### src/rtl/stl_pkg.sv
// ----------------------------------------------------------------------------
// Smalltalk token lexer package
// Token kinds, error causes, lexing modes, character codes and the result
// record shared by the lexer modules and the testbench.
// ----------------------------------------------------------------------------
`default_nettype none

package stl_pkg;

  localparam int MAX_RESULTS = 4;
  localparam int CNT_BITS    = 3;

  typedef enum logic [4:0] {
    TK_EOF       = 5'd0,
    TK_IDENT     = 5'd1,
    TK_STRING    = 5'd2,
    TK_INT       = 5'd3,
    TK_SYMBOL    = 5'd4,
    TK_LPAREN    = 5'd5,
    TK_RPAREN    = 5'd6,
    TK_LBRACKET  = 5'd7,
    TK_RBRACKET  = 5'd8,
    TK_PIPE      = 5'd9,
    TK_DOT       = 5'd10,
    TK_CARET     = 5'd11,
    TK_ASSIGN    = 5'd12,
    TK_COLON     = 5'd13,
    TK_SEPARATOR = 5'd14,
    TK_EQUALS    = 5'd15,
    TK_PLUS      = 5'd16,
    TK_MINUS     = 5'd17,
    TK_MULTIPLY  = 5'd18,
    TK_DIVIDE    = 5'd19,
    TK_LT        = 5'd20,
    TK_GT        = 5'd21,
    TK_HASH      = 5'd22,
    TK_NEWLINE   = 5'd23,
    TK_ERROR     = 5'd24
  } tok_kind_t;

  typedef enum logic [1:0] {
    ERR_NONE         = 2'd0,
    ERR_UNEXPECTED   = 2'd1,
    ERR_OPEN_STRING  = 2'd2,
    ERR_OPEN_COMMENT = 2'd3
  } err_cause_t;

  typedef enum logic [2:0] {
    MODE_IDLE      = 3'd0,
    MODE_IDENT     = 3'd1,
    MODE_INT       = 3'd2,
    MODE_STRING    = 3'd3,
    MODE_COMMENT   = 3'd4,
    MODE_SYM_FIRST = 3'd5,
    MODE_SYM_BODY  = 3'd6,
    MODE_SEP       = 3'd7
  } lex_mode_t;

  localparam logic [7:0] CH_TAB    = 8'h09;
  localparam logic [7:0] CH_NL     = 8'h0A;
  localparam logic [7:0] CH_CR     = 8'h0D;
  localparam logic [7:0] CH_SPACE  = 8'h20;
  localparam logic [7:0] CH_DQUOTE = 8'h22;
  localparam logic [7:0] CH_HASH   = 8'h23;
  localparam logic [7:0] CH_QUOTE  = 8'h27;
  localparam logic [7:0] CH_LPAREN = 8'h28;
  localparam logic [7:0] CH_DASH   = 8'h2D;
  localparam logic [7:0] CH_COLON  = 8'h3A;
  localparam logic [7:0] CH_EQUALS = 8'h3D;
  localparam logic [7:0] CH_UNDER  = 8'h5F;

  typedef struct packed {
    tok_kind_t   kind;
    err_cause_t  cause;
    logic [15:0] value;
    logic [31:0] start;
    logic [15:0] length;
    logic [15:0] line;
    logic [15:0] column;
    logic        last;
  } tok_t;

  typedef struct packed {
    tok_t [MAX_RESULTS-1:0] tok;
    logic [CNT_BITS-1:0]    count;
  } batch_t;

  function automatic logic is_digit(input logic [7:0] b);
    return b inside {[8'h30:8'h39]};
  endfunction

  function automatic logic is_alpha(input logic [7:0] b);
    return b inside {[8'h41:8'h5A], [8'h61:8'h7A]};
  endfunction

  function automatic logic is_word(input logic [7:0] b);
    return is_alpha(b) || is_digit(b) || (b == CH_UNDER);
  endfunction

  // Single-character tokens; TK_EOF means the byte is not one of them.
  function automatic tok_kind_t punct_kind(input logic [7:0] b);
    tok_kind_t k;
    case (b)
      8'h0A:   k = TK_NEWLINE;
      8'h28:   k = TK_LPAREN;
      8'h29:   k = TK_RPAREN;
      8'h5B:   k = TK_LBRACKET;
      8'h5D:   k = TK_RBRACKET;
      8'h7C:   k = TK_PIPE;
      8'h2E:   k = TK_DOT;
      8'h5E:   k = TK_CARET;
      8'h2B:   k = TK_PLUS;
      8'h2A:   k = TK_MULTIPLY;
      8'h2F:   k = TK_DIVIDE;
      8'h3C:   k = TK_LT;
      8'h3E:   k = TK_GT;
      8'h3D:   k = TK_EQUALS;
      default: k = TK_EOF;
    endcase
    return k;
  endfunction

endpackage

`default_nettype wire

### src/rtl/stl_if.sv
// ----------------------------------------------------------------------------
// Smalltalk token lexer channels
// Valid/ready channels for source bytes and for tokens.
// ----------------------------------------------------------------------------
`default_nettype none

interface stl_in_if;
  logic       valid;
  logic       ready;
  logic [7:0] source_byte;
  logic       end_of_text;

  modport source (output valid, output source_byte, output end_of_text, input ready);
  modport sink   (input valid, input source_byte, input end_of_text, output ready);
endinterface

interface stl_out_if;
  logic               valid;
  logic               ready;
  logic [4:0]         token_kind;
  logic [1:0]         error_cause;
  logic signed [15:0] token_value;
  logic [31:0]        text_start;
  logic [15:0]        text_length;
  logic [15:0]        line_number;
  logic [15:0]        column_number;
  logic               last_of_run;

  modport source (output valid, output token_kind, output error_cause, output token_value,
                  output text_start, output text_length, output line_number,
                  output column_number, output last_of_run, input ready);
  modport sink   (input valid, input token_kind, input error_cause, input token_value,
                  input text_start, input text_length, input line_number,
                  input column_number, input last_of_run, output ready);
endinterface

`default_nettype wire

### src/rtl/stl_scan.sv
// ----------------------------------------------------------------------------
// Smalltalk token lexer scanner
// Lexing state registers and the per-byte logic that updates them and forms
// the tokens that one byte or end mark produces.
// ----------------------------------------------------------------------------
`default_nettype none

module stl_scan #(
  parameter int POSITION_BITS = 32,
  parameter int LINE_BITS     = 16
) (
  input  wire logic          clk,
  input  wire logic          rst_n,
  input  wire logic          take,
  input  wire logic [7:0]    source_byte,
  input  wire logic          end_of_text,
  output stl_pkg::batch_t    batch
);

  stl_pkg::lex_mode_t       mode_r,   mode_nxt;
  logic [1:0]               dashes_r, dashes_nxt;
  logic                     colon_r,  colon_nxt;
  logic [LINE_BITS-1:0]     line_r,   line_nxt;
  logic [LINE_BITS-1:0]     col_r,    col_nxt;
  logic [POSITION_BITS-1:0] pos_r,    pos_nxt;
  logic [POSITION_BITS-1:0] tstart_r, tstart_nxt;
  logic [15:0]              tlen_r,   tlen_nxt;
  logic [15:0]              acc_r,    acc_nxt;
  logic                     neg_r,    neg_nxt;

  logic [LINE_BITS-1:0]     line_adv;
  logic [LINE_BITS-1:0]     col_adv;
  logic [LINE_BITS-1:0]     col_before;
  logic [POSITION_BITS-1:0] pos_adv;
  logic [2:0]               emit_cnt;
  logic                     do_begin;
  stl_pkg::tok_kind_t       pk;
  logic [15:0]              acc_times_ten;

  localparam logic [LINE_BITS-1:0] LC_MAX = '1;

  function automatic logic [15:0] clamp_lc(input logic [LINE_BITS-1:0] v);
    if (32'(v) > 32'h0000_FFFF) begin
      return 16'hFFFF;
    end
    return 16'(v);
  endfunction

  function automatic stl_pkg::tok_t mk_tok(
    input stl_pkg::tok_kind_t     kind,
    input stl_pkg::err_cause_t    cause,
    input logic [15:0]            value,
    input logic [POSITION_BITS-1:0] start,
    input logic [15:0]            len,
    input logic [LINE_BITS-1:0]   ln,
    input logic [LINE_BITS-1:0]   cl
  );
    stl_pkg::tok_t t;
    t.kind   = kind;
    t.cause  = cause;
    t.value  = value;
    t.start  = 32'(start);
    t.length = len;
    t.line   = clamp_lc(ln);
    t.column = clamp_lc(cl);
    t.last   = 1'b0;
    return t;
  endfunction

  assign pos_adv    = pos_r + 1'b1;
  assign line_adv   = (source_byte == stl_pkg::CH_NL && line_r != LC_MAX) ? line_r + 1'b1
                                                                          : line_r;
  assign col_adv    = (source_byte == stl_pkg::CH_NL) ? LINE_BITS'(1)
                    : (col_r != LC_MAX) ? col_r + 1'b1 : col_r;
  assign col_before = (col_r > LINE_BITS'(1)) ? col_r - 1'b1 : LINE_BITS'(1);
  assign pk         = stl_pkg::punct_kind(source_byte);
  assign acc_times_ten = (acc_r << 3) + (acc_r << 1) + {12'd0, source_byte[3:0]};

  // The byte is advanced over at most once per step, so the advanced
  // counters are formed once from the registered values.
  always_comb begin
    mode_nxt   = mode_r;
    dashes_nxt = dashes_r;
    colon_nxt  = colon_r;
    line_nxt   = line_r;
    col_nxt    = col_r;
    pos_nxt    = pos_r;
    tstart_nxt = tstart_r;
    tlen_nxt   = tlen_r;
    acc_nxt    = acc_r;
    neg_nxt    = neg_r;
    batch      = '0;
    emit_cnt   = '0;
    do_begin   = 1'b0;

    if (end_of_text) begin
      if (colon_r) begin
        batch.tok[emit_cnt[1:0]] = mk_tok(stl_pkg::TK_COLON, stl_pkg::ERR_NONE, 16'd0,
                                          '0, 16'd0, line_r, col_r);
        emit_cnt = emit_cnt + 3'd1;
      end
      if (dashes_r == 2'd1) begin
        batch.tok[emit_cnt[1:0]] = mk_tok(stl_pkg::TK_MINUS, stl_pkg::ERR_NONE, 16'd0,
                                          '0, 16'd0, line_r, col_r);
        emit_cnt = emit_cnt + 3'd1;
      end
      if (dashes_r >= 2'd2) begin
        batch.tok[emit_cnt[1:0]] = mk_tok(stl_pkg::TK_MINUS, stl_pkg::ERR_NONE, 16'd0,
                                          '0, 16'd0, line_r, col_before);
        emit_cnt = emit_cnt + 3'd1;
        batch.tok[emit_cnt[1:0]] = mk_tok(stl_pkg::TK_MINUS, stl_pkg::ERR_NONE, 16'd0,
                                          '0, 16'd0, line_r, col_r);
        emit_cnt = emit_cnt + 3'd1;
      end
      case (mode_r)
        stl_pkg::MODE_IDENT: begin
          batch.tok[emit_cnt[1:0]] = mk_tok(stl_pkg::TK_IDENT, stl_pkg::ERR_NONE, 16'd0,
                                            tstart_r, tlen_r, line_r, col_r);
          emit_cnt = emit_cnt + 3'd1;
        end
        stl_pkg::MODE_INT: begin
          batch.tok[emit_cnt[1:0]] = mk_tok(stl_pkg::TK_INT, stl_pkg::ERR_NONE,
                                            neg_r ? 16'd0 - acc_r : acc_r,
                                            tstart_r, tlen_r, line_r, col_r);
          emit_cnt = emit_cnt + 3'd1;
        end
        stl_pkg::MODE_SYM_FIRST, stl_pkg::MODE_SYM_BODY: begin
          batch.tok[emit_cnt[1:0]] = mk_tok(stl_pkg::TK_SYMBOL, stl_pkg::ERR_NONE, 16'd0,
                                            tstart_r, tlen_r, line_r, col_r);
          emit_cnt = emit_cnt + 3'd1;
        end
        stl_pkg::MODE_SEP: begin
          batch.tok[emit_cnt[1:0]] = mk_tok(stl_pkg::TK_SEPARATOR, stl_pkg::ERR_NONE, 16'd0,
                                            '0, 16'd0, line_r, col_r);
          emit_cnt = emit_cnt + 3'd1;
        end
        stl_pkg::MODE_STRING: begin
          batch.tok[emit_cnt[1:0]] = mk_tok(stl_pkg::TK_ERROR, stl_pkg::ERR_OPEN_STRING,
                                            16'd0, '0, 16'd0, line_r, col_r);
          emit_cnt = emit_cnt + 3'd1;
        end
        stl_pkg::MODE_COMMENT: begin
          batch.tok[emit_cnt[1:0]] = mk_tok(stl_pkg::TK_ERROR, stl_pkg::ERR_OPEN_COMMENT,
                                            16'd0, '0, 16'd0, line_r, col_r);
          emit_cnt = emit_cnt + 3'd1;
        end
        default: begin
        end
      endcase
      colon_nxt  = 1'b0;
      dashes_nxt = 2'd0;
      mode_nxt   = stl_pkg::MODE_IDLE;
      batch.tok[emit_cnt[1:0]] = mk_tok(stl_pkg::TK_EOF, stl_pkg::ERR_NONE, 16'd0,
                                        '0, 16'd0, line_r, col_r);
      emit_cnt = emit_cnt + 3'd1;
    end else if (colon_r) begin
      colon_nxt = 1'b0;
      if (source_byte == stl_pkg::CH_EQUALS) begin
        line_nxt = line_adv;
        col_nxt  = col_adv;
        pos_nxt  = pos_adv;
        batch.tok[emit_cnt[1:0]] = mk_tok(stl_pkg::TK_ASSIGN, stl_pkg::ERR_NONE, 16'd0,
                                          '0, 16'd0, line_adv, col_adv);
        emit_cnt = emit_cnt + 3'd1;
      end else begin
        batch.tok[emit_cnt[1:0]] = mk_tok(stl_pkg::TK_COLON, stl_pkg::ERR_NONE, 16'd0,
                                          '0, 16'd0, line_r, col_r);
        emit_cnt = emit_cnt + 3'd1;
        do_begin = 1'b1;
      end
    end else if (dashes_r == 2'd1) begin
      dashes_nxt = 2'd0;
      if (source_byte == stl_pkg::CH_DASH) begin
        line_nxt   = line_adv;
        col_nxt    = col_adv;
        pos_nxt    = pos_adv;
        dashes_nxt = 2'd2;
      end else if (stl_pkg::is_digit(source_byte)) begin
        line_nxt = line_adv;
        col_nxt  = col_adv;
        pos_nxt  = pos_adv;
        mode_nxt = stl_pkg::MODE_INT;
        neg_nxt  = 1'b1;
        acc_nxt  = {12'd0, source_byte[3:0]};
        tlen_nxt = 16'd2;
      end else begin
        batch.tok[emit_cnt[1:0]] = mk_tok(stl_pkg::TK_MINUS, stl_pkg::ERR_NONE, 16'd0,
                                          '0, 16'd0, line_r, col_r);
        emit_cnt = emit_cnt + 3'd1;
        do_begin = 1'b1;
      end
    end else if (dashes_r >= 2'd2) begin
      dashes_nxt = 2'd0;
      if (source_byte == stl_pkg::CH_DASH) begin
        line_nxt = line_adv;
        col_nxt  = col_adv;
        pos_nxt  = pos_adv;
        mode_nxt = stl_pkg::MODE_SEP;
      end else begin
        batch.tok[emit_cnt[1:0]] = mk_tok(stl_pkg::TK_MINUS, stl_pkg::ERR_NONE, 16'd0,
                                          '0, 16'd0, line_r, col_before);
        emit_cnt = emit_cnt + 3'd1;
        if (stl_pkg::is_digit(source_byte)) begin
          tstart_nxt = tstart_r + 1'b1;
          line_nxt   = line_adv;
          col_nxt    = col_adv;
          pos_nxt    = pos_adv;
          mode_nxt   = stl_pkg::MODE_INT;
          neg_nxt    = 1'b1;
          acc_nxt    = {12'd0, source_byte[3:0]};
          tlen_nxt   = 16'd2;
        end else begin
          batch.tok[emit_cnt[1:0]] = mk_tok(stl_pkg::TK_MINUS, stl_pkg::ERR_NONE, 16'd0,
                                            '0, 16'd0, line_r, col_r);
          emit_cnt = emit_cnt + 3'd1;
          do_begin = 1'b1;
        end
      end
    end else begin
      case (mode_r)
        stl_pkg::MODE_IDENT: begin
          if (stl_pkg::is_word(source_byte)) begin
            line_nxt = line_adv;
            col_nxt  = col_adv;
            pos_nxt  = pos_adv;
            tlen_nxt = (tlen_r != 16'hFFFF) ? tlen_r + 16'd1 : tlen_r;
          end else begin
            batch.tok[emit_cnt[1:0]] = mk_tok(stl_pkg::TK_IDENT, stl_pkg::ERR_NONE, 16'd0,
                                              tstart_r, tlen_r, line_r, col_r);
            emit_cnt = emit_cnt + 3'd1;
            mode_nxt = stl_pkg::MODE_IDLE;
            do_begin = 1'b1;
          end
        end
        stl_pkg::MODE_INT: begin
          if (stl_pkg::is_digit(source_byte)) begin
            acc_nxt  = acc_times_ten;
            line_nxt = line_adv;
            col_nxt  = col_adv;
            pos_nxt  = pos_adv;
            tlen_nxt = (tlen_r != 16'hFFFF) ? tlen_r + 16'd1 : tlen_r;
          end else begin
            batch.tok[emit_cnt[1:0]] = mk_tok(stl_pkg::TK_INT, stl_pkg::ERR_NONE,
                                              neg_r ? 16'd0 - acc_r : acc_r,
                                              tstart_r, tlen_r, line_r, col_r);
            emit_cnt = emit_cnt + 3'd1;
            mode_nxt = stl_pkg::MODE_IDLE;
            do_begin = 1'b1;
          end
        end
        stl_pkg::MODE_STRING: begin
          line_nxt = line_adv;
          col_nxt  = col_adv;
          pos_nxt  = pos_adv;
          if (source_byte == stl_pkg::CH_QUOTE) begin
            batch.tok[emit_cnt[1:0]] = mk_tok(stl_pkg::TK_STRING, stl_pkg::ERR_NONE, 16'd0,
                                              tstart_r, tlen_r, line_adv, col_adv);
            emit_cnt = emit_cnt + 3'd1;
            mode_nxt = stl_pkg::MODE_IDLE;
          end else begin
            tlen_nxt = (tlen_r != 16'hFFFF) ? tlen_r + 16'd1 : tlen_r;
          end
        end
        stl_pkg::MODE_COMMENT: begin
          line_nxt = line_adv;
          col_nxt  = col_adv;
          pos_nxt  = pos_adv;
          if (source_byte == stl_pkg::CH_DQUOTE) begin
            mode_nxt = stl_pkg::MODE_IDLE;
          end
        end
        stl_pkg::MODE_SYM_FIRST, stl_pkg::MODE_SYM_BODY: begin
          if (mode_r == stl_pkg::MODE_SYM_FIRST && source_byte == stl_pkg::CH_LPAREN) begin
            line_nxt = line_adv;
            col_nxt  = col_adv;
            pos_nxt  = pos_adv;
            batch.tok[emit_cnt[1:0]] = mk_tok(stl_pkg::TK_HASH, stl_pkg::ERR_NONE, 16'd0,
                                              '0, 16'd0, line_adv, col_adv);
            emit_cnt = emit_cnt + 3'd1;
            mode_nxt = stl_pkg::MODE_IDLE;
          end else if (stl_pkg::is_word(source_byte)) begin
            mode_nxt = stl_pkg::MODE_SYM_BODY;
            line_nxt = line_adv;
            col_nxt  = col_adv;
            pos_nxt  = pos_adv;
            tlen_nxt = (tlen_r != 16'hFFFF) ? tlen_r + 16'd1 : tlen_r;
          end else begin
            batch.tok[emit_cnt[1:0]] = mk_tok(stl_pkg::TK_SYMBOL, stl_pkg::ERR_NONE, 16'd0,
                                              tstart_r, tlen_r, line_r, col_r);
            emit_cnt = emit_cnt + 3'd1;
            mode_nxt = stl_pkg::MODE_IDLE;
            do_begin = 1'b1;
          end
        end
        stl_pkg::MODE_SEP: begin
          if (source_byte == stl_pkg::CH_DASH) begin
            line_nxt = line_adv;
            col_nxt  = col_adv;
            pos_nxt  = pos_adv;
          end else begin
            batch.tok[emit_cnt[1:0]] = mk_tok(stl_pkg::TK_SEPARATOR, stl_pkg::ERR_NONE,
                                              16'd0, '0, 16'd0, line_r, col_r);
            emit_cnt = emit_cnt + 3'd1;
            mode_nxt = stl_pkg::MODE_IDLE;
            do_begin = 1'b1;
          end
        end
        default: begin
          mode_nxt = stl_pkg::MODE_IDLE;
          do_begin = 1'b1;
        end
      endcase
    end

    // Start of a new token from the idle mode; never follows an advance.
    if (do_begin) begin
      line_nxt = line_adv;
      col_nxt  = col_adv;
      pos_nxt  = pos_adv;
      case (source_byte)
        stl_pkg::CH_SPACE, stl_pkg::CH_CR, stl_pkg::CH_TAB: begin
        end
        stl_pkg::CH_COLON: begin
          colon_nxt = 1'b1;
        end
        stl_pkg::CH_DASH: begin
          tstart_nxt = pos_r;
          dashes_nxt = 2'd1;
        end
        stl_pkg::CH_QUOTE: begin
          tstart_nxt = pos_adv;
          tlen_nxt   = 16'd0;
          mode_nxt   = stl_pkg::MODE_STRING;
        end
        stl_pkg::CH_HASH: begin
          tstart_nxt = pos_adv;
          tlen_nxt   = 16'd0;
          mode_nxt   = stl_pkg::MODE_SYM_FIRST;
        end
        stl_pkg::CH_DQUOTE: begin
          mode_nxt = stl_pkg::MODE_COMMENT;
        end
        default: begin
          if (pk != stl_pkg::TK_EOF) begin
            batch.tok[emit_cnt[1:0]] = mk_tok(pk, stl_pkg::ERR_NONE, 16'd0,
                                              '0, 16'd0, line_adv, col_adv);
            emit_cnt = emit_cnt + 3'd1;
          end else begin
            tstart_nxt = pos_r;
            if (stl_pkg::is_alpha(source_byte) || source_byte == stl_pkg::CH_UNDER) begin
              mode_nxt = stl_pkg::MODE_IDENT;
              tlen_nxt = 16'd1;
            end else if (stl_pkg::is_digit(source_byte)) begin
              mode_nxt = stl_pkg::MODE_INT;
              neg_nxt  = 1'b0;
              acc_nxt  = {12'd0, source_byte[3:0]};
              tlen_nxt = 16'd1;
            end else begin
              batch.tok[emit_cnt[1:0]] = mk_tok(stl_pkg::TK_ERROR, stl_pkg::ERR_UNEXPECTED,
                                                16'd0, '0, 16'd0, line_adv, col_adv);
              emit_cnt = emit_cnt + 3'd1;
            end
          end
        end
      endcase
    end

    batch.count = emit_cnt;
    if (emit_cnt != 3'd0) begin
      batch.tok[2'(emit_cnt - 3'd1)].last = 1'b1;
    end
  end

  always_ff @(posedge clk) begin
    if (!rst_n) begin
      mode_r   <= stl_pkg::MODE_IDLE;
      dashes_r <= 2'd0;
      colon_r  <= 1'b0;
      line_r   <= LINE_BITS'(1);
      col_r    <= LINE_BITS'(1);
      pos_r    <= '0;
      tstart_r <= '0;
      tlen_r   <= 16'd0;
      acc_r    <= 16'd0;
      neg_r    <= 1'b0;
    end else if (take) begin
      mode_r   <= mode_nxt;
      dashes_r <= dashes_nxt;
      colon_r  <= colon_nxt;
      line_r   <= line_nxt;
      col_r    <= col_nxt;
      pos_r    <= pos_nxt;
      tstart_r <= tstart_nxt;
      tlen_r   <= tlen_nxt;
      acc_r    <= acc_nxt;
      neg_r    <= neg_nxt;
    end
  end

endmodule

`default_nettype wire

### src/rtl/stl_token_buffer.sv
// ----------------------------------------------------------------------------
// Smalltalk token lexer result buffer
// Holds the tokens of one input transfer and hands them out one per cycle while out_ready is high.
// ----------------------------------------------------------------------------
`default_nettype none

module stl_token_buffer (
  input  wire logic             clk,
  input  wire logic             rst_n,
  input  wire logic             load,
  input  wire stl_pkg::batch_t  batch,
  output logic                  in_ready,
  output logic                  out_valid,
  input  wire logic             out_ready,
  output stl_pkg::tok_t         out_tok
);

  stl_pkg::tok_t [stl_pkg::MAX_RESULTS-1:0] tok_r;
  logic [stl_pkg::CNT_BITS-1:0]             cnt_r;
  logic [stl_pkg::CNT_BITS-1:0]             rd_r;
  logic [stl_pkg::CNT_BITS-1:0]             remaining;

  assign remaining = cnt_r - rd_r;
  assign out_valid = (remaining != '0);
  assign in_ready  = (remaining == '0) ||
                     (remaining == stl_pkg::CNT_BITS'(1) && out_ready);
  assign out_tok   = tok_r[rd_r[1:0]];

  always_ff @(posedge clk) begin
    if (load) begin
      tok_r <= batch.tok;
    end
  end

  always_ff @(posedge clk) begin
    if (!rst_n) begin
      cnt_r <= '0;
      rd_r  <= '0;
    end else if (load) begin
      cnt_r <= batch.count;
      rd_r  <= '0;
    end else if (out_valid && out_ready) begin
      rd_r <= rd_r + 1'b1;
    end
  end

  a_rd_within_cnt : assert property (@(posedge clk) disable iff (!rst_n)
    rd_r <= cnt_r)
    else $error("read index passed the token count");

  a_cnt_bound : assert property (@(posedge clk) disable iff (!rst_n)
    cnt_r <= stl_pkg::CNT_BITS'(stl_pkg::MAX_RESULTS))
    else $error("token count exceeds the buffer");

  a_load_shows : assert property (@(posedge clk) disable iff (!rst_n)
    load && batch.count != '0 |=> out_valid)
    else $error("loaded tokens not presented");

  a_last_at_end : assert property (@(posedge clk) disable iff (!rst_n)
    out_valid && out_tok.last |-> rd_r == cnt_r - 1'b1)
    else $error("last flag not on the final token of a transfer");

endmodule

`default_nettype wire

### src/rtl/smalltalk_token_lexer.sv
// ----------------------------------------------------------------------------
// Smalltalk token lexer
// Streaming tokenizer: one source byte per input transfer, tokens out.
// ----------------------------------------------------------------------------
// Usage:
// The in_ch channel carries one source byte per transfer; end_of_text set
// flushes any pending token and produces an EOF token, and the byte is then
// ignored. Each input transfer yields zero to three tokens on out_ch, the
// last of them flagged by last_of_run. Tokens carry line and column just
// after their last character, and text position and length for identifiers,
// integers, strings and symbols.
// The tokens of a byte are presented in the cycle after its transfer.
// A byte yielding at most one token is taken every cycle while the receiver
// is ready; one yielding more holds in_ch.ready low until only its last
// token is left in the result buffer, which drains one token per cycle.
// When the receiver stalls, the current token is held and a new byte is
// taken only in the cycle its last pending token leaves. Reset clears the
// lexing mode and pending marks, sets line and column to one and the
// position to zero, and empties the result buffer.
// ----------------------------------------------------------------------------
`default_nettype none

module smalltalk_token_lexer #(
  parameter int POSITION_BITS = 32,
  parameter int LINE_BITS     = 16
) (
  input  wire logic clk,
  input  wire logic rst_n,
  stl_in_if.sink    in_ch,
  stl_out_if.source out_ch
);

  stl_pkg::batch_t batch;
  stl_pkg::tok_t   out_tok;
  logic            take;
  logic            buf_ready;
  logic            buf_valid;

  assign take        = in_ch.valid && buf_ready;
  assign in_ch.ready = buf_ready;

  stl_scan #(
    .POSITION_BITS (POSITION_BITS),
    .LINE_BITS     (LINE_BITS)
  ) u_scan (
    .clk         (clk),
    .rst_n       (rst_n),
    .take        (take),
    .source_byte (in_ch.source_byte),
    .end_of_text (in_ch.end_of_text),
    .batch       (batch)
  );

  stl_token_buffer u_buffer (
    .clk       (clk),
    .rst_n     (rst_n),
    .load      (take),
    .batch     (batch),
    .in_ready  (buf_ready),
    .out_valid (buf_valid),
    .out_ready (out_ch.ready),
    .out_tok   (out_tok)
  );

  assign out_ch.valid         = buf_valid;
  assign out_ch.token_kind    = out_tok.kind;
  assign out_ch.error_cause   = out_tok.cause;
  assign out_ch.token_value   = $signed(out_tok.value);
  assign out_ch.text_start    = out_tok.start;
  assign out_ch.text_length   = out_tok.length;
  assign out_ch.line_number   = out_tok.line;
  assign out_ch.column_number = out_tok.column;
  assign out_ch.last_of_run   = out_tok.last;

endmodule

`default_nettype wire

### src/flat_wrapper.sv
// flat-port wrapper written by rule: the top's interface ports become plain ports
module smalltalk_token_lexer_flat 
#(
  parameter int POSITION_BITS = 32,
  parameter int LINE_BITS     = 16
)
  (clk, rst_n, in_ch_valid, in_ch_source_byte, in_ch_end_of_text, in_ch_ready, out_ch_valid, out_ch_token_kind, out_ch_error_cause, out_ch_token_value, out_ch_text_start, out_ch_text_length, out_ch_line_number, out_ch_column_number, out_ch_last_of_run, out_ch_ready);
  stl_in_if in_ch_i ();
  stl_out_if out_ch_i ();
  input  wire logic clk;
  input  wire logic rst_n;
  input wire logic [$bits(in_ch_i.valid)-1:0] in_ch_valid;
  input wire logic [$bits(in_ch_i.source_byte)-1:0] in_ch_source_byte;
  input wire logic [$bits(in_ch_i.end_of_text)-1:0] in_ch_end_of_text;
  output wire logic [$bits(in_ch_i.ready)-1:0] in_ch_ready;
  output wire logic [$bits(out_ch_i.valid)-1:0] out_ch_valid;
  output wire logic [$bits(out_ch_i.token_kind)-1:0] out_ch_token_kind;
  output wire logic [$bits(out_ch_i.error_cause)-1:0] out_ch_error_cause;
  output wire logic [$bits(out_ch_i.token_value)-1:0] out_ch_token_value;
  output wire logic [$bits(out_ch_i.text_start)-1:0] out_ch_text_start;
  output wire logic [$bits(out_ch_i.text_length)-1:0] out_ch_text_length;
  output wire logic [$bits(out_ch_i.line_number)-1:0] out_ch_line_number;
  output wire logic [$bits(out_ch_i.column_number)-1:0] out_ch_column_number;
  output wire logic [$bits(out_ch_i.last_of_run)-1:0] out_ch_last_of_run;
  input wire logic [$bits(out_ch_i.ready)-1:0] out_ch_ready;
  assign in_ch_i.valid = in_ch_valid;
  assign in_ch_i.source_byte = in_ch_source_byte;
  assign in_ch_i.end_of_text = in_ch_end_of_text;
  assign in_ch_ready = in_ch_i.ready;
  assign out_ch_valid = out_ch_i.valid;
  assign out_ch_token_kind = out_ch_i.token_kind;
  assign out_ch_error_cause = out_ch_i.error_cause;
  assign out_ch_token_value = out_ch_i.token_value;
  assign out_ch_text_start = out_ch_i.text_start;
  assign out_ch_text_length = out_ch_i.text_length;
  assign out_ch_line_number = out_ch_i.line_number;
  assign out_ch_column_number = out_ch_i.column_number;
  assign out_ch_last_of_run = out_ch_i.last_of_run;
  assign out_ch_i.ready = out_ch_ready;
  smalltalk_token_lexer #(.POSITION_BITS(POSITION_BITS), .LINE_BITS(LINE_BITS)) u_core (.clk(clk), .rst_n(rst_n), .in_ch(in_ch_i), .out_ch(out_ch_i));
endmodule
### config.mk
export PLATFORM = sky130hd
export DESIGN_NAME = smalltalk_token_lexer_flat
export DESIGN_NICKNAME = d
export VERILOG_FILES = /design/src/rtl/stl_pkg.sv /design/src/rtl/stl_if.sv /design/src/rtl/stl_scan.sv /design/src/rtl/stl_token_buffer.sv /design/src/rtl/smalltalk_token_lexer.sv /design/src/flat_wrapper.sv
export SDC_FILE = /design/constraint.sdc
export NUM_CORES = 2
export LEC_CHECK = 0
export BUFFER_PORTS_ARGS = -buffer_cell sky130_fd_sc_hd__buf_2
export CAP_MARGIN = 30
export CELL_PAD_IN_SITES_DETAIL_PLACEMENT = 1
export CELL_PAD_IN_SITES_GLOBAL_PLACEMENT = 2
export CORE_AREA = 4 4 281 283
export CTS_CLUSTER_DIAMETER = 60
export DETAILED_ROUTE_END_ITERATION = 12
export DIE_AREA = 0 0 285 287
export HOLD_SLACK_MARGIN = 0.12
export PLACE_DENSITY = 0.81
export SKIP_LAST_GASP = 1
export SYNTH_ARGS = -nofsm -noshare
export SYNTH_HDL_FRONTEND = slang
export SYNTH_HIERARCHICAL = 1
export SYNTH_SLANG_ARGS = --single-unit
export TNS_END_PERCENT = 5
### constraint.sdc
create_clock -name clk -period 40.6 [get_ports clk]
set_input_delay 12.18 -clock clk [delete_from_list [all_inputs] [get_ports clk]]
set_output_delay 12.18 -clock clk [all_outputs]
set_load 0.02 [all_outputs]
==> metrics.txt <==
# TYPE chip_impl_metric gauge
chip_impl_metric{name="powerDensity",unit="nW/um^2"} 75.1
chip_impl_metric{name="fraction_of_registers_with_async_set_or_reset_after_synthesis",unit="%"} 0
chip_impl_metric{name="floorplan.die_area",unit="sq um"} 81800
chip_impl_metric{name="hpwl",unit="mm"} 90.3
chip_impl_info{name="status",value="complete, no violations"} 1
chip_impl_info{name="clk_tree_root_cell",value="clkbuf_16"} 1
chip_impl_metric{name="placed_cell_area",unit="sq um"} 35000
chip_impl_metric{name="last_weighted_congestion_value_of_the_routability_driven_placer",unit=""} 0.939
chip_impl_metric{name="p_leak",unit="nW"} 12.8
chip_impl_metric{name="vias_per_cell",unit=""} 6.60
chip_impl_metric{name="timing.critical_path.arrival",unit="ps"} 12680
chip_impl_metric{name="synth.distinct_cells",unit=""} 106
chip_impl_metric{name="first_pass_iters",unit=""} 6
chip_impl_metric{name="synthesis.area",unit="sq um"} 33500
chip_impl_metric{name="drtIter0Drc",unit=""} 3053
chip_impl_metric{name="synth_area_per_cell",unit="sq um"} 9.78
chip_impl_info{name="critPathLaunchType",value="input pin"} 1
chip_impl_metric{name="skew_pair_late_insertion_delay",unit="ps"} 640
chip_impl_metric{name="cts.clk_slew.worst_paths",unit="ps"} 60
chip_impl_metric{name="synth_sequential_area_ratio",unit="%"} 45.8
chip_impl_info{name="crit_type",value="in -> out"} 1
chip_impl_metric{name="count_of_endpoints_failing_setup_in_the_final_report",unit=""} 0
chip_impl_metric{name="post_cts_resized",unit=""} 0
chip_impl_metric{name="floorplan.die.height",unit="um"} 287
chip_impl_metric{name="postRouteWirelength",unit="mm"} 131
chip_impl_metric{name="synth-seq-cells",unit=""} 557
chip_impl_metric{name="die_w",unit="um"} 285
chip_impl_metric{name="worst_slack",unit="ps"} 15740
chip_impl_metric{name="fin_crit_sh",unit="%"} 61.2
chip_impl_metric{name="globalRouteOverflowTotal",unit=""} 0
chip_impl_metric{name="post_drt_wl_per_cell",unit="um"} 29.0
chip_impl_metric{name="crit_fanout",unit=""} 4
chip_impl_metric{name="ant_nets",unit=""} 0
chip_impl_metric{name="finalSetupTns",unit="ps"} 0
chip_impl_metric{name="max_slew_headroom",unit="%"} 24.8
chip_impl_metric{name="core-area",unit="sq um"} 76700
chip_impl_metric{name="number_of_global_route_vias_before_repair",unit=""} 30400
chip_impl_info{name="synth_area_leaders",value="edfxtp_1 37%, dfxtp_1 8.4%, mux4_2 7.0%"} 1
chip_impl_metric{name="global_route_wire_length_before_repair",unit="mm"} 197
chip_impl_info{name="tritoncts",value="built"} 1
chip_impl_metric{name="port_buffers",unit=""} 118
chip_impl_metric{name="drive_above_1_share",unit="%"} 14.2
chip_impl_metric{name="timing.fmax",unit="GHz"} 0.0402
chip_impl_metric{name="hold_buffers",unit=""} 0
chip_impl_metric{name="synth.yosys.warnings",unit=""} 6
chip_impl_metric{name="cts.sinks",unit=""} 557
chip_impl_metric{name="maximum_number_of_pins_on_one_net_before_global_route_repair",unit=""} 85
chip_impl_metric{name="cts_setup_buffers",unit=""} 0
chip_impl_metric{name="post-synth-top-area-fraction",unit="%"} 37.3
chip_impl_metric{name="syn2layout_area_growth",unit="%"} 11.8
chip_impl_metric{name="grt_antenna_before_repair",unit=""} 4
chip_impl_metric{name="final_design_area_no_fill",unit="sq um"} 37400
chip_impl_info{name="postSynth.topFlopCell",value="edfxtp_1"} 1
chip_impl_metric{name="via_count",unit=""} 29800
chip_impl_metric{name="hold_violations",unit=""} 0
chip_impl_metric{name="pre_cts_slack",unit="ps"} 15750
chip_impl_metric{name="period_minus_slack",unit="ps"} 24860
chip_impl_metric{name="max_cap_violations",unit=""} 0
chip_impl_metric{name="postSynthNetCount",unit=""} 3491
chip_impl_metric{name="ioPinCount",unit=""} 119
chip_impl_metric{name="initial_core_util",unit="%"} 43.6
chip_impl_metric{name="slew_viol_final",unit=""} 0
chip_impl_metric{name="maximum_resistive_drop_on_vdd",unit="V"} 0.0000576
chip_impl_metric{name="transition_time_at_the_pin_with_the_least_slew_margin",unit="ps"} 1120
chip_impl_info{name="post-synth-top-area-cell",value="edfxtp_1"} 1
chip_impl_metric{name="skew",unit="ps"} 43.7
chip_impl_metric{name="grt_util_all_layers",unit="%"} 31.5
chip_impl_metric{name="clock_tree.buffer_depth",unit=""} 3
chip_impl_metric{name="final_net_count",unit=""} 3494
chip_impl_info{name="path_cells",value="buf_2 > o211a_1 > buf_2"} 1
chip_impl_metric{name="critical-path-max-stage-delay",unit="ps"} 210
chip_impl_metric{name="syn_inst",unit=""} 3421
chip_impl_info{name="cpMostUsedCell",value="buf_2"} 1
chip_impl_metric{name="ctsHtreeMaxLevel",unit=""} 3
chip_impl_metric{name="critPathRequiredTime",unit="ps"} 28420
chip_impl_info{name="min_path_type",value="reg -> reg"} 1
chip_impl_info{name="worst_setup_path_end_kind",value="output pin"} 1
chip_impl_metric{name="core.rowCount",unit=""} 102
chip_impl_metric{name="synth-edff-count",unit=""} 416
chip_impl_info{name="critical-path-slowest-cell",value="o211a_1"} 1
chip_impl_metric{name="drc_errors",unit=""} 0
chip_impl_metric{name="clock_buffer_count_from_cts",unit=""} 71
chip_impl_info{name="grt_setup_unrepaired",value="false"} 1
[layout make-up]
type / count / area [sq um]
Clock inverter: 41 / 465
Fill cell: 8435 / 39300
Timing Repair Buffer: 209 / 1370
Inverter: 55 / 206
Multi-Input combinational cell: 2530 / 16800
Sequential cell: 557 / 15300
Antenna cell: 2 / 5.00
Clock buffer: 88 / 1900
Tap cell: 1040 / 1300
[metrics by stage]
stage	utilization [%]	cells	power, mW	hold WS [ps]
after floorplan	-	3421	1.86	471
after global placement	45.5	4382	2.11	496
after detailed placement	45.6	4387	2.17	502
after CTS	48.7	4516	2.81	512
after global routing	48.8	4520	2.93	537
final	48.8	4522	2.81	511
[cell families (layout without fill, tap and decap cells)]
kind of cell               after synthesis  count (layout)  share of synthesized area [%]
and+or+nand+nor                       1303            1303                           19.4
DFF                                    557             557                           45.8
buffers and inverters                  334             393                           4.11
other                                    0               2                              0
AOI/OAI and AO/OA                      970             970                           18.9
muxes                                  124             124                           7.60
xor gates and xnor gates                76              76                           2.03
adders and majority gates               57              57                           2.20
[cells in the final DEF (no fill, tap or decap), types with 31 or more instances in the layout]
| cell type | count |
|---|---|
| o21ai_0 | 242 |
| nand4_1 | 46 |
| o211ai_1 | 34 |
| a22o_1 | 33 |
| buf_2 | 119 |
| xnor2_1 | 49 |
| buf_4 | 84 |
| nor2_1 | 302 |
| inv_1 | 52 |
| clkbuf_16 | 72 |
| o22ai_1 | 43 |
| nor3_1 | 128 |
| and3_1 | 41 |
| mux4_2 | 104 |
| o31ai_1 | 32 |
| ha_1 | 54 |
| a21oi_1 | 210 |
| a31oi_1 | 88 |
| edfxtp_1 | 416 |
| nand2_1 | 304 |
| a21o_1 | 31 |
| and2_1 | 164 |
| or3_1 | 36 |
| nand3_1 | 116 |
| dfxtp_1 | 139 |
[routing by layer]
metal,vias up,part of all wire [%],GRT usage (%)
li1,13000,-,-
met1,15300,43,43.1
met2,1220,47,51.0
met3,278,6.6,4.22
met4,2,4.2,12.5
met5,-,0.0061,0
[Yosys cell counts (all sizes together), types with 10 or more instances]
cell    number
and2       168
or4         13
a31oi       89
a211o       10
xor2        25
clkbuf     216
o22ai       44
edfxtp     416
ha          54
o221ai      12
nor3       131
or2         17
nand2b      19
o32ai       11
o21a        15
or3         36
a211oi      23
mux2i       18
a22o        33
o31ai       32
o211ai      35
nand4       46
a221oi      15
o21ai      254
a21o        31
inv         53
a22oi       28
buf         63
nand3      116
a21oi      213
mux4       104
xnor2       50
and3        42
nor4        28
a32o        12
nand2      305
nor2       313
dfxtp      141
nor2b       20
[path summary, 6_finish.rpt]
path / start / slack, ps / endpoint / cells after the start
setup reg to reg: u_core/u_scan/colon_r / 34370 / u_core/u_buffer/tok_r[124] / 15
hold reg to reg: u_core/u_scan/acc_r[15] / 510 / u_core/u_scan/acc_r[15] / 1
hold / removal: u_core/u_scan/acc_r[15] / 510 / u_core/u_scan/acc_r[15] / 1
setup / recovery: out_ch_ready / 15740 / in_ch_ready / 3
[flip-flops by register name, summed over array words and instances, names as in the netlist]
name	flops
u_core/u_scan/col_r	16
u_core/u_scan/colon_r	1
u_core/u_scan/line_r	16
u_core/u_scan/tlen_r	16
u_core/u_scan/mode_r	3
u_core/u_scan/dashes_r	2
u_core/u_buffer/cnt_r	3
u_core/u_scan/pos_r	32
u_core/u_buffer/tok_r	416
u_core/u_buffer/rd_r	3
u_core/u_scan/acc_r	16
u_core/u_scan/neg_r	1
u_core/u_scan/tstart_r	32
[critical path, delay by kind of cell]
| kind | cells | cell delay (ps) |
|---|---|---|
| buffers and inverters | 2 | 280 |
| AO/OA/AOI/OAI | 1 | 210 |
[report_power, final]
part	internal, mW	leakage (nW)	switching [mW]
logic	0.343	6.32	0.814
registers	0.929	5.29	0.0883
clock network	0.371	1.16	0.263
Note: power is estimated with default switching activity, not from simulation.
